--- src/hdl/gravity_tilt_angle_top_assert.svh ---
// assertion macros for the tilt angle block
`ifndef GRAVITY_TILT_ANGLE_TOP_ASSERT_SVH
`define GRAVITY_TILT_ANGLE_TOP_ASSERT_SVH

// same-cycle implication
`define GTA_ASSERT_NOW(lbl, ante, cons, msg) \
  lbl: assert property (@(posedge clk) disable iff (!rst_n) (ante) |-> (cons)) \
    else $error(msg);

// next-cycle implication
`define GTA_ASSERT_NEXT(lbl, ante, cons, msg) \
  lbl: assert property (@(posedge clk) disable iff (!rst_n) (ante) |=> (cons)) \
    else $error(msg);

`endif

--- src/hdl/gta_pkg.sv ---
package gta_pkg;

  localparam int CORDIC_STAGES_DEF = 16;
  localparam int MAX_STAGES        = 24;
  localparam int SENSOR_COUNT      = 6;
  localparam int MASK_W            = 6;
  localparam int POS_W             = 3;
  localparam int G_W               = 16;
  localparam int ANG_W             = 15;
  localparam int XY_W              = 27;
  localparam int Z_W               = 27;
  localparam int RND_SH            = 10;
  localparam int RND_W             = Z_W - RND_SH;
  localparam int SUM_W             = RND_W + 1;
  localparam int CFG_IDX_W         = 2;
  localparam int CFG_DATA_W        = 8;

  localparam int HALF_TURN = 11520;
  localparam int FULL_TURN = 23040;
  localparam int Z_HALF    = 180 * 65536;
  localparam int RND_BIAS  = 512;

  localparam logic [CFG_IDX_W-1:0] REG_MIRROR = CFG_IDX_W'(0);
  localparam logic [CFG_IDX_W-1:0] REG_SWAP   = CFG_IDX_W'(1);

  localparam logic [MASK_W-1:0] MIRROR_RST = MASK_W'(5);
  localparam logic [MASK_W-1:0] SWAP_RST   = MASK_W'(32);

  localparam logic signed [ANG_W-1:0] ANG_MAX = ANG_W'(HALF_TURN);
  localparam logic signed [ANG_W-1:0] ANG_MIN = ANG_W'(1 - HALF_TURN);

  typedef struct packed {
    logic [POS_W-1:0]       pos;
    logic                   swapped;
    logic                   mirrored;
    logic                   zero;
    logic signed [XY_W-1:0] x;
    logic signed [XY_W-1:0] y;
    logic signed [Z_W-1:0]  z;
  } cordic_t;

  // atan(2^-i) in 2^-16 degree
  function automatic logic signed [Z_W-1:0] atan_at(input int idx);
    logic signed [Z_W-1:0] v;
    case (idx)
      0:       v = Z_W'(2949120);
      1:       v = Z_W'(1740967);
      2:       v = Z_W'(919879);
      3:       v = Z_W'(466945);
      4:       v = Z_W'(234379);
      5:       v = Z_W'(117304);
      6:       v = Z_W'(58666);
      7:       v = Z_W'(29335);
      8:       v = Z_W'(14668);
      9:       v = Z_W'(7334);
      10:      v = Z_W'(3667);
      11:      v = Z_W'(1833);
      12:      v = Z_W'(917);
      13:      v = Z_W'(458);
      14:      v = Z_W'(229);
      15:      v = Z_W'(115);
      16:      v = Z_W'(57);
      17:      v = Z_W'(29);
      18:      v = Z_W'(14);
      19:      v = Z_W'(7);
      20:      v = Z_W'(4);
      21:      v = Z_W'(2);
      22:      v = Z_W'(1);
      default: v = '0;
    endcase
    return v;
  endfunction

endpackage

--- src/hdl/gta_ifs.sv ---
interface gta_in_if;
  logic                           valid;
  logic                           ready;
  logic [gta_pkg::POS_W-1:0]      position;
  logic signed [gta_pkg::G_W-1:0] gravity_x;
  logic signed [gta_pkg::G_W-1:0] gravity_y;
  modport source (output valid, position, gravity_x, gravity_y, input ready);
  modport sink (input valid, position, gravity_x, gravity_y, output ready);
endinterface

interface gta_out_if;
  logic                             valid;
  logic                             ready;
  logic [gta_pkg::POS_W-1:0]        position_out;
  logic signed [gta_pkg::ANG_W-1:0] angle;
  modport source (output valid, position_out, angle, input ready);
  modport sink (input valid, position_out, angle, output ready);
endinterface

interface gta_cfg_if;
  logic                             valid;
  logic                             ready;
  logic [gta_pkg::CFG_IDX_W-1:0]    index;
  logic [gta_pkg::CFG_DATA_W-1:0]   data;
  modport source (output valid, index, data, input ready);
  modport sink (input valid, index, data, output ready);
endinterface

--- src/hdl/gravity_tilt_angle_top.sv ---
// Tilt angle from one gravity sample (X, Y in signed Q8.8) and a sensor position,
// returned in 1/64 degree in (-180, 180] through a pipelined CORDIC atan2. The
// block takes one sample per clock unless back-pressure stalls it; each sample passes
// one register stage for the input setup, one for each CORDIC iteration and two
// for rounding and angle wrap. Back-pressure on the result channel only fills
// empty pipeline slots before input ready drops. The user must write the mirror and
// swap masks through the configuration channel only while no sample is in flight;
// the block does not enforce this. cfg ready is always high.
`include "gravity_tilt_angle_top_assert.svh"

module gravity_tilt_angle_top #(
  parameter int CORDIC_STAGES = gta_pkg::CORDIC_STAGES_DEF
) (
  input  logic      clk,
  input  logic      rst_n,
  gta_in_if.sink    in_if,
  gta_out_if.source out_if,
  gta_cfg_if.sink   cfg_if
);

  logic [gta_pkg::MASK_W-1:0] mirror_r;
  logic [gta_pkg::MASK_W-1:0] swap_r;

  logic             stg_v   [CORDIC_STAGES+1];
  logic             stg_rdy [CORDIC_STAGES+1];
  gta_pkg::cordic_t stg_d   [CORDIC_STAGES+1];

  assign cfg_if.ready = 1'b1;

  always_ff @(posedge clk) begin
    if (!rst_n) begin
      mirror_r <= gta_pkg::MIRROR_RST;
      swap_r   <= gta_pkg::SWAP_RST;
    end else if (cfg_if.valid) begin
      case (cfg_if.index)
        gta_pkg::REG_MIRROR: mirror_r <= cfg_if.data[gta_pkg::MASK_W-1:0];
        gta_pkg::REG_SWAP:   swap_r   <= cfg_if.data[gta_pkg::MASK_W-1:0];
        default: begin
        end
      endcase
    end
  end

  gta_pre u_pre (
    .clk         (clk),
    .rst_n       (rst_n),
    .in_if       (in_if),
    .mirror_mask (mirror_r),
    .swap_mask   (swap_r),
    .dout_valid  (stg_v[0]),
    .dout_ready  (stg_rdy[0]),
    .dout        (stg_d[0])
  );

  for (genvar k = 0; k < CORDIC_STAGES; k++) begin : g_stage
    gta_stage #(
      .IDX (k)
    ) u_stage (
      .clk        (clk),
      .rst_n      (rst_n),
      .din_valid  (stg_v[k]),
      .din_ready  (stg_rdy[k]),
      .din        (stg_d[k]),
      .dout_valid (stg_v[k+1]),
      .dout_ready (stg_rdy[k+1]),
      .dout       (stg_d[k+1])
    );
  end

  gta_post u_post (
    .clk       (clk),
    .rst_n     (rst_n),
    .din_valid (stg_v[CORDIC_STAGES]),
    .din_ready (stg_rdy[CORDIC_STAGES]),
    .din       (stg_d[CORDIC_STAGES]),
    .out_if    (out_if)
  );

  `GTA_ASSERT_NOW(a_angle_range, out_if.valid,
    (out_if.angle <= gta_pkg::ANG_MAX) && (out_if.angle >= gta_pkg::ANG_MIN),
    "angle out of range")
  `GTA_ASSERT_NOW(a_empty_accepts, !out_if.valid, in_if.ready,
    "input stalled with empty output")
  `GTA_ASSERT_NEXT(a_mirror_write,
    cfg_if.valid && cfg_if.ready && (cfg_if.index == gta_pkg::REG_MIRROR),
    mirror_r == $past(cfg_if.data[gta_pkg::MASK_W-1:0]), "mirror mask not written")

endmodule

--- src/hdl/gta_pre.sv ---
module gta_pre (
  input  logic                         clk,
  input  logic                         rst_n,
  gta_in_if.sink                       in_if,
  input  logic [gta_pkg::MASK_W-1:0]   mirror_mask,
  input  logic [gta_pkg::MASK_W-1:0]   swap_mask,
  output logic                         dout_valid,
  input  logic                         dout_ready,
  output gta_pkg::cordic_t             dout
);

  logic                                 v_r;
  gta_pkg::cordic_t                     d_r;
  gta_pkg::cordic_t                     d_nxt;
  logic                                 ready;
  logic                                 in_rng;
  logic signed [gta_pkg::G_W-1:0]       n;
  logic signed [gta_pkg::G_W-1:0]       d;
  logic signed [gta_pkg::XY_W-1:0]      xs;
  logic signed [gta_pkg::XY_W-1:0]      ys;

  assign ready       = !v_r || dout_ready;
  assign in_if.ready = ready;
  assign dout_valid  = v_r;
  assign dout        = d_r;

  always_comb begin
    in_rng = (int'(in_if.position) < gta_pkg::SENSOR_COUNT) &&
             (int'(in_if.position) < gta_pkg::MASK_W);
    d_nxt.pos      = in_if.position;
    d_nxt.swapped  = in_rng && swap_mask[in_if.position];
    d_nxt.mirrored = in_rng && mirror_mask[in_if.position];
    n  = d_nxt.swapped ? in_if.gravity_y : in_if.gravity_x;
    d  = d_nxt.swapped ? in_if.gravity_x : in_if.gravity_y;
    d_nxt.zero = (n == '0) && (d == '0);
    xs = gta_pkg::XY_W'(d) <<< 8;
    ys = gta_pkg::XY_W'(n) <<< 8;
    // left half plane: turn by a half turn first
    if (d < 0) begin
      d_nxt.x = -xs;
      d_nxt.y = -ys;
      d_nxt.z = (n >= 0) ? gta_pkg::Z_W'(gta_pkg::Z_HALF) : -gta_pkg::Z_W'(gta_pkg::Z_HALF);
    end else begin
      d_nxt.x = xs;
      d_nxt.y = ys;
      d_nxt.z = '0;
    end
  end

  always_ff @(posedge clk) begin
    if (!rst_n) begin
      v_r <= 1'b0;
    end else if (ready) begin
      v_r <= in_if.valid;
    end
  end

  always_ff @(posedge clk) begin
    if (ready && in_if.valid) begin
      d_r <= d_nxt;
    end
  end

endmodule

--- src/hdl/gta_stage.sv ---
module gta_stage #(
  parameter int IDX = 0
) (
  input  logic             clk,
  input  logic             rst_n,
  input  logic             din_valid,
  output logic             din_ready,
  input  gta_pkg::cordic_t din,
  output logic             dout_valid,
  input  logic             dout_ready,
  output gta_pkg::cordic_t dout
);

  localparam logic signed [gta_pkg::Z_W-1:0] ATAN = gta_pkg::atan_at(IDX);

  logic                            v_r;
  gta_pkg::cordic_t                d_r;
  gta_pkg::cordic_t                d_nxt;
  logic signed [gta_pkg::XY_W-1:0] xs;
  logic signed [gta_pkg::XY_W-1:0] ys;

  assign din_ready  = !v_r || dout_ready;
  assign dout_valid = v_r;
  assign dout       = d_r;

  always_comb begin
    d_nxt = din;
    xs    = din.x >>> IDX;
    ys    = din.y >>> IDX;
    if (din.y >= 0) begin
      d_nxt.x = din.x + ys;
      d_nxt.y = din.y - xs;
      d_nxt.z = din.z + ATAN;
    end else begin
      d_nxt.x = din.x - ys;
      d_nxt.y = din.y + xs;
      d_nxt.z = din.z - ATAN;
    end
  end

  always_ff @(posedge clk) begin
    if (!rst_n) begin
      v_r <= 1'b0;
    end else if (din_ready) begin
      v_r <= din_valid;
    end
  end

  always_ff @(posedge clk) begin
    if (din_ready && din_valid) begin
      d_r <= d_nxt;
    end
  end

endmodule

--- src/hdl/gta_post.sv ---
module gta_post (
  input  logic             clk,
  input  logic             rst_n,
  input  logic             din_valid,
  output logic             din_ready,
  input  gta_pkg::cordic_t din,
  gta_out_if.source        out_if
);

  localparam logic signed [gta_pkg::SUM_W-1:0] HALF_S = gta_pkg::SUM_W'(gta_pkg::HALF_TURN);
  localparam logic signed [gta_pkg::SUM_W-1:0] FULL_S = gta_pkg::SUM_W'(gta_pkg::FULL_TURN);

  logic                             va_r;
  logic [gta_pkg::POS_W-1:0]        posa_r;
  logic                             mira_r;
  logic signed [gta_pkg::SUM_W-1:0] a_r;
  logic signed [gta_pkg::SUM_W-1:0] a_nxt;
  logic                             vb_r;
  logic [gta_pkg::POS_W-1:0]        posb_r;
  logic signed [gta_pkg::ANG_W-1:0] angb_r;
  logic signed [gta_pkg::ANG_W-1:0] angb_nxt;
  logic                             ready_a;
  logic                             ready_b;
  logic signed [gta_pkg::Z_W-1:0]   zsum;
  logic signed [gta_pkg::RND_W-1:0] rnd;
  logic                             wrap_hi;
  logic                             wrap_lo;
  logic                             at_half;
  logic signed [gta_pkg::SUM_W-1:0] w;

  assign ready_b   = !vb_r || out_if.ready;
  assign ready_a   = !va_r || ready_b;
  assign din_ready = ready_a;

  assign out_if.valid        = vb_r;
  assign out_if.position_out = posb_r;
  assign out_if.angle        = angb_r;

  // round to 1/64 degree and add the half turn, negating the sum for swapped samples
  always_comb begin
    zsum  = din.z + gta_pkg::Z_W'(gta_pkg::RND_BIAS);
    rnd   = din.zero ? '0 : zsum[gta_pkg::Z_W-1:gta_pkg::RND_SH];
    a_nxt = din.swapped ? (-HALF_S - gta_pkg::SUM_W'(rnd)) : (gta_pkg::SUM_W'(rnd) + HALF_S);
  end

  // wrap, then mirror and wrap again, all candidates in parallel
  always_comb begin
    wrap_hi = a_r > HALF_S;
    wrap_lo = a_r <= -HALF_S;
    at_half = (a_r == HALF_S) || (a_r == -HALF_S);
    if (mira_r) begin
      if (at_half) begin
        w = HALF_S;
      end else if (wrap_hi) begin
        w = FULL_S - a_r;
      end else if (wrap_lo) begin
        w = -FULL_S - a_r;
      end else begin
        w = -a_r;
      end
    end else begin
      if (wrap_hi) begin
        w = a_r - FULL_S;
      end else if (wrap_lo) begin
        w = a_r + FULL_S;
      end else begin
        w = a_r;
      end
    end
    angb_nxt = w[gta_pkg::ANG_W-1:0];
  end

  always_ff @(posedge clk) begin
    if (!rst_n) begin
      va_r <= 1'b0;
      vb_r <= 1'b0;
    end else begin
      if (ready_a) begin
        va_r <= din_valid;
      end
      if (ready_b) begin
        vb_r <= va_r;
      end
    end
  end

  always_ff @(posedge clk) begin
    if (ready_a && din_valid) begin
      posa_r <= din.pos;
      mira_r <= din.mirrored;
      a_r    <= a_nxt;
    end
    if (ready_b && va_r) begin
      posb_r <= posa_r;
      angb_r <= angb_nxt;
    end
  end

endmodule

--- src/flat_wrapper.sv ---
// flat-port wrapper written by rule: the top's interface ports become plain ports
module gravity_tilt_angle_top_flat 
#(
  parameter int CORDIC_STAGES = gta_pkg::CORDIC_STAGES_DEF
)
  (clk, rst_n, in_if_valid, in_if_position, in_if_gravity_x, in_if_gravity_y, in_if_ready, out_if_valid, out_if_position_out, out_if_angle, out_if_ready, cfg_if_valid, cfg_if_index, cfg_if_data, cfg_if_ready);
  gta_in_if in_if_i ();
  gta_out_if out_if_i ();
  gta_cfg_if cfg_if_i ();
  input  logic clk;
  input  logic rst_n;
  input wire logic [$bits(in_if_i.valid)-1:0] in_if_valid;
  input wire logic [$bits(in_if_i.position)-1:0] in_if_position;
  input wire logic [$bits(in_if_i.gravity_x)-1:0] in_if_gravity_x;
  input wire logic [$bits(in_if_i.gravity_y)-1:0] in_if_gravity_y;
  output wire logic [$bits(in_if_i.ready)-1:0] in_if_ready;
  output wire logic [$bits(out_if_i.valid)-1:0] out_if_valid;
  output wire logic [$bits(out_if_i.position_out)-1:0] out_if_position_out;
  output wire logic [$bits(out_if_i.angle)-1:0] out_if_angle;
  input wire logic [$bits(out_if_i.ready)-1:0] out_if_ready;
  input wire logic [$bits(cfg_if_i.valid)-1:0] cfg_if_valid;
  input wire logic [$bits(cfg_if_i.index)-1:0] cfg_if_index;
  input wire logic [$bits(cfg_if_i.data)-1:0] cfg_if_data;
  output wire logic [$bits(cfg_if_i.ready)-1:0] cfg_if_ready;
  assign in_if_i.valid = in_if_valid;
  assign in_if_i.position = in_if_position;
  assign in_if_i.gravity_x = in_if_gravity_x;
  assign in_if_i.gravity_y = in_if_gravity_y;
  assign in_if_ready = in_if_i.ready;
  assign out_if_valid = out_if_i.valid;
  assign out_if_position_out = out_if_i.position_out;
  assign out_if_angle = out_if_i.angle;
  assign out_if_i.ready = out_if_ready;
  assign cfg_if_i.valid = cfg_if_valid;
  assign cfg_if_i.index = cfg_if_index;
  assign cfg_if_i.data = cfg_if_data;
  assign cfg_if_ready = cfg_if_i.ready;
  gravity_tilt_angle_top #(.CORDIC_STAGES(CORDIC_STAGES)) u_core (.clk(clk), .rst_n(rst_n), .in_if(in_if_i), .out_if(out_if_i), .cfg_if(cfg_if_i));
endmodule
--- config.mk ---
export PLATFORM = sky130hd
export DESIGN_NAME = gravity_tilt_angle_top_flat
export DESIGN_NICKNAME = d
export VERILOG_FILES = /design/src/hdl/gta_pkg.sv /design/src/hdl/gta_ifs.sv /design/src/hdl/gravity_tilt_angle_top.sv /design/src/hdl/gta_pre.sv /design/src/hdl/gta_stage.sv /design/src/hdl/gta_post.sv /design/src/flat_wrapper.sv
export VERILOG_INCLUDE_DIRS = /design/src /design/src/hdl
export SDC_FILE = /design/constraint.sdc
export NUM_CORES = 2
export LEC_CHECK = 0
export BUFFER_PORTS_ARGS = -buffer_cell sky130_fd_sc_hd__buf_2
export CORE_UTILIZATION = 50
export DETAILED_ROUTE_END_ITERATION = 16
export MAX_ROUTING_LAYER = met4
export PLACE_DENSITY = 0.68
export SYNTH_ARGS = -nofsm -noshare
export SYNTH_HDL_FRONTEND = slang
export SYNTH_SLANG_ARGS = --single-unit
--- constraint.sdc ---
create_clock -name clk -period 8.95 [get_ports clk]
set_input_delay 1.79 -clock clk [delete_from_list [all_inputs] [get_ports clk]]
set_output_delay 1.79 -clock clk [all_outputs]
set_load 0.03 [all_outputs]
==> out/qor.yml <==
run_status:
  outcome: "finished, violations left"
  violations: "max-capacitance violations"
layout:
  seq_area_sq_um: 38300
  drive_gt1_share_pct: 4.78
  layout_common_cells: "1256 x edfxtp_1, 1110 x ha_1, 909 x xnor2_1"
  nets: 11200
  mostFrequentLayoutCell: "edfxtp_1"
  fillers: 17000
  stdcell_area_sq_um: 107000
  area_growth_pct: 8.86
  multi_input_area_sq_um: 58700
power:
  switching_share_pct: 25.2
  seqPwrFrac_pct: 45.6
  ir_drop_uv: 210
  switchingPower_mw: 3.85
  p_leak_nw: 42.5
  power.internal_mw: 11.4
  pwr-share-comb_pct: 14.5
  p_total_mw: 15.2
  clockPowerShare_pct: 40.0
  pwr_density_cell_nw_per_um2: 142
route:
  drt_iter0_drc: 5016
  wl_per_cell_um: 17.8
  met1_length_mm: 105
  wirelength_mm: 227
  ant_nets: 0
  viasPerCell: 5.83
  met3WireLength_mm: 10.0
  topRoutingLayerUsed: "met4"
  firstDrtPassIters: 5
  remaining_drc_errors: 0
  vias: 74600
  wl_met2_mm: 106
min_path:
  hp-start: "u_core.g_stage[2].u_stage.dout[83]"
  hold_class: "register to register"
  hold_path_end: "u_core.g_stage[3].u_stage.dout[83]"
  min_path_cells: 0
worst_setup_path:
  rr_startpoint: "u_core.g_stage[10].u_stage.dout[42]"
  crit_path_end_kind: "primary output"
  critPathKind: "primary input to primary output"
  crit_chain: "buf_2 -> nor2b_1 -> and4_1 -> nand3_1 -> nor3_1 -> and4_1 -> nand4_1 -> buf_2"
  r2r_cells: 16
  crit_path_start_kind: "primary input"
  crit_slowest_cell: "and4_1"
  required_ps: 7160
  crit_arrival_ps: 4120
  cp_slowest_stage_delay_ps: 480
  rr_endpoint: "u_core.g_stage[11].u_stage.dout[80]"
  crit_fanout: 6
  r2r_slack_ps: 3340
sta:
  hold_violations: 0
  setup_violations: 0
  fin_hold_ws_ps: 410
  rsz0062_at_grt: "false"
  tns_ps: 0
  period_share_pct: 66.1
  tightest_slew_ps: 1470
  fmax_ghz: 0.169
  clock_skew_ps: 26.7
  relSlewSlack_pct: 1.85
  report.final.slew_viol_count: 0
  fin_crit_ps: 5910
floorplan:
  core_area_sq_um: 195000
  fp-row-count: 162
  die_w_um: 446
  initial_core_util_pct: 50.5
  dieArea_sq_um: 199000
  io_pins: 71
  fp.dieH_um: 446
yosys:
  synth_edf_count: 1256
  syn-instance-count: 9839
  synth_flop_cell: "edfxtp_1"
  ys_top_cells_by_area: "edfxtp_1 38%, ha_1 14%, xnor2_1 8.1%"
  synth.distinct_cells: 101
  ys_ff_latch: 1287
  netlist_area_sq_um: 98700
  synth-async-reset-ratio_pct: 0
  yosysTopAreaCell: "edfxtp_1"
  yosys.area.top_type_share_pct: 38.2
  ys_seq_area_share_pct: 38.9
  synth.avg_cell_area_sq_um: 10.0
  synth_warnings: 0
clock_network:
  cts_max_path_buffers: 3
  cts_tree: "done"
  clkSlewWorstSetupHoldPaths_ps: 60
  post-cts-setup-buffer-count: 0
  clkSinkCount: 1287
  cts_buffers: 152
  clk_latency_ps: 800
  htreeDepth: 4
  root_buffer: "clkbuf_16"
  cts_resized: 0
  holdBufCountCts: 0
grt:
  antenna_found_initial: 2
  grt-ovfl-total: 0
  grt_pass1_vias: 71000
  grt_use_total_pct: 23.1
  grt_pass1_wl_mm: 366
  grt_max_degree: 80
placement:
  place_hpwl_mm: 178
  io_buffers: 67
  placed_cell_area_sq_um: 103000
  place_congestion: 0.935
run:
  maxCapViolCount: 1
## cell families after synthesis
kind of cell / synth area share, %
AO/OA/AOI/OAI: 17.9
XOR/XNOR: 12.3
adder cells (fa/ha/maj): 14.8
buffers and inverters: 2.09
flip-flops: 38.9
multiplexers: 0.844
other: 0.00761
AND/OR/NAND/NOR: 13.2
## how the worst max path moves through the flow
stage                                                     end  slack [ps]         start
after floorplan           u_core.g_stage[13].u_stage.dout[10]         970  out_if_ready
after global placement                            in_if_ready        3060  out_if_ready
after detailed placement                          in_if_ready        3000  out_if_ready
after CTS                                         in_if_ready        3000  out_if_ready
after global routing                              in_if_ready        2760  out_if_ready
final                                             in_if_ready        3040  out_if_ready
## critical path: cells and delay by family
family / cells / cell delay, ps
AND/OR/NAND/NOR: 6 / 2010
buffers and inverters: 2 / 320
## state kept, by name, summed over array words and instances, names as in the netlist
name / count
u_core.u_pre.dout_valid: 1
u_core.swap_r: 6
u_core.u_post.a_r: 18
u_core.u_pre.dout: 47
u_core.u_post.mira_r: 1
u_core.u_post.out_if.position_out: 3
u_core.g_stage.u_stage.dout_valid: 16
u_core.u_post.out_if.angle: 15
u_core.u_post.va_r: 1
u_core.u_post.posa_r: 3
u_core.u_post.out_if.valid: 1
u_core.mirror_r: 6
u_core.g_stage.u_stage.dout: 1169
## power groups by stage
stage,Sequential [mW],Combinational (mW),Clock (mW)
3_3_place_gp,7.07,2.13,0
3_5_place_dp,7.07,2.17,0
4_1_cts,6.94,2.19,6.26
6_report,6.95,2.21,6.09
5_1_grt,6.96,2.46,6.48
2_1_floorplan,7.03,1.73,0
## metal layers
layer,vias up,GRT usage [%]
met5,-,-
met4,0,7.47
met3,332,2.60
met2,1606,37.2
met1,35600,30.3
li1,37100,-
## cell type report
type / count / area share (%)
diodes: 1 / 0.00233
clock inverters: 90 / 0.864
inverters: 408 / 1.43
multi-input cells: 8091 / 54.7
clock buffers: 178 / 3.68
flip-flops and latches: 1287 / 35.7
well taps: 2624 / 3.06
repair buffers: 112 / 0.627
## cell usage after synthesis, drive strengths merged, types with 13 or more instances
cell	count
a2111oi	20
or3	94
dfxtp	31
nand2b	145
o311ai	19
and3	86
mux2i	72
o21bai	125
a21oi	782
xnor2	909
o22ai	13
edfxtp	1256
fa	34
inv	405
nor4	62
ha	1110
nand2	613
nand4	70
a211oi	76
nand3b	23
and2	36
buf	35
o21ai	538
a31oi	86
a211o	32
xor2	476
o31ai	167
clkbuf	98
nand3	220
nor2	752
a221oi	13
a21boi	36
o211ai	43
a41oi	28
and4	21
o31a	20
o41ai	57
nor3	247
o2111ai	23
a21o	369
or4	64
a31o	26
or2	52
nor2b	158
o21a	153
## metrics by stage
stage,worst slack [ps],instances,utilization (%)
CTS,3000,12800,55.0
global placement,3060,12500,52.5
global route,2760,12800,55.0
floorplan,974,9919,-
detailed placement,3000,12500,52.5
finish,3040,12800,55.0
Power figures use the tool's default switching activity.
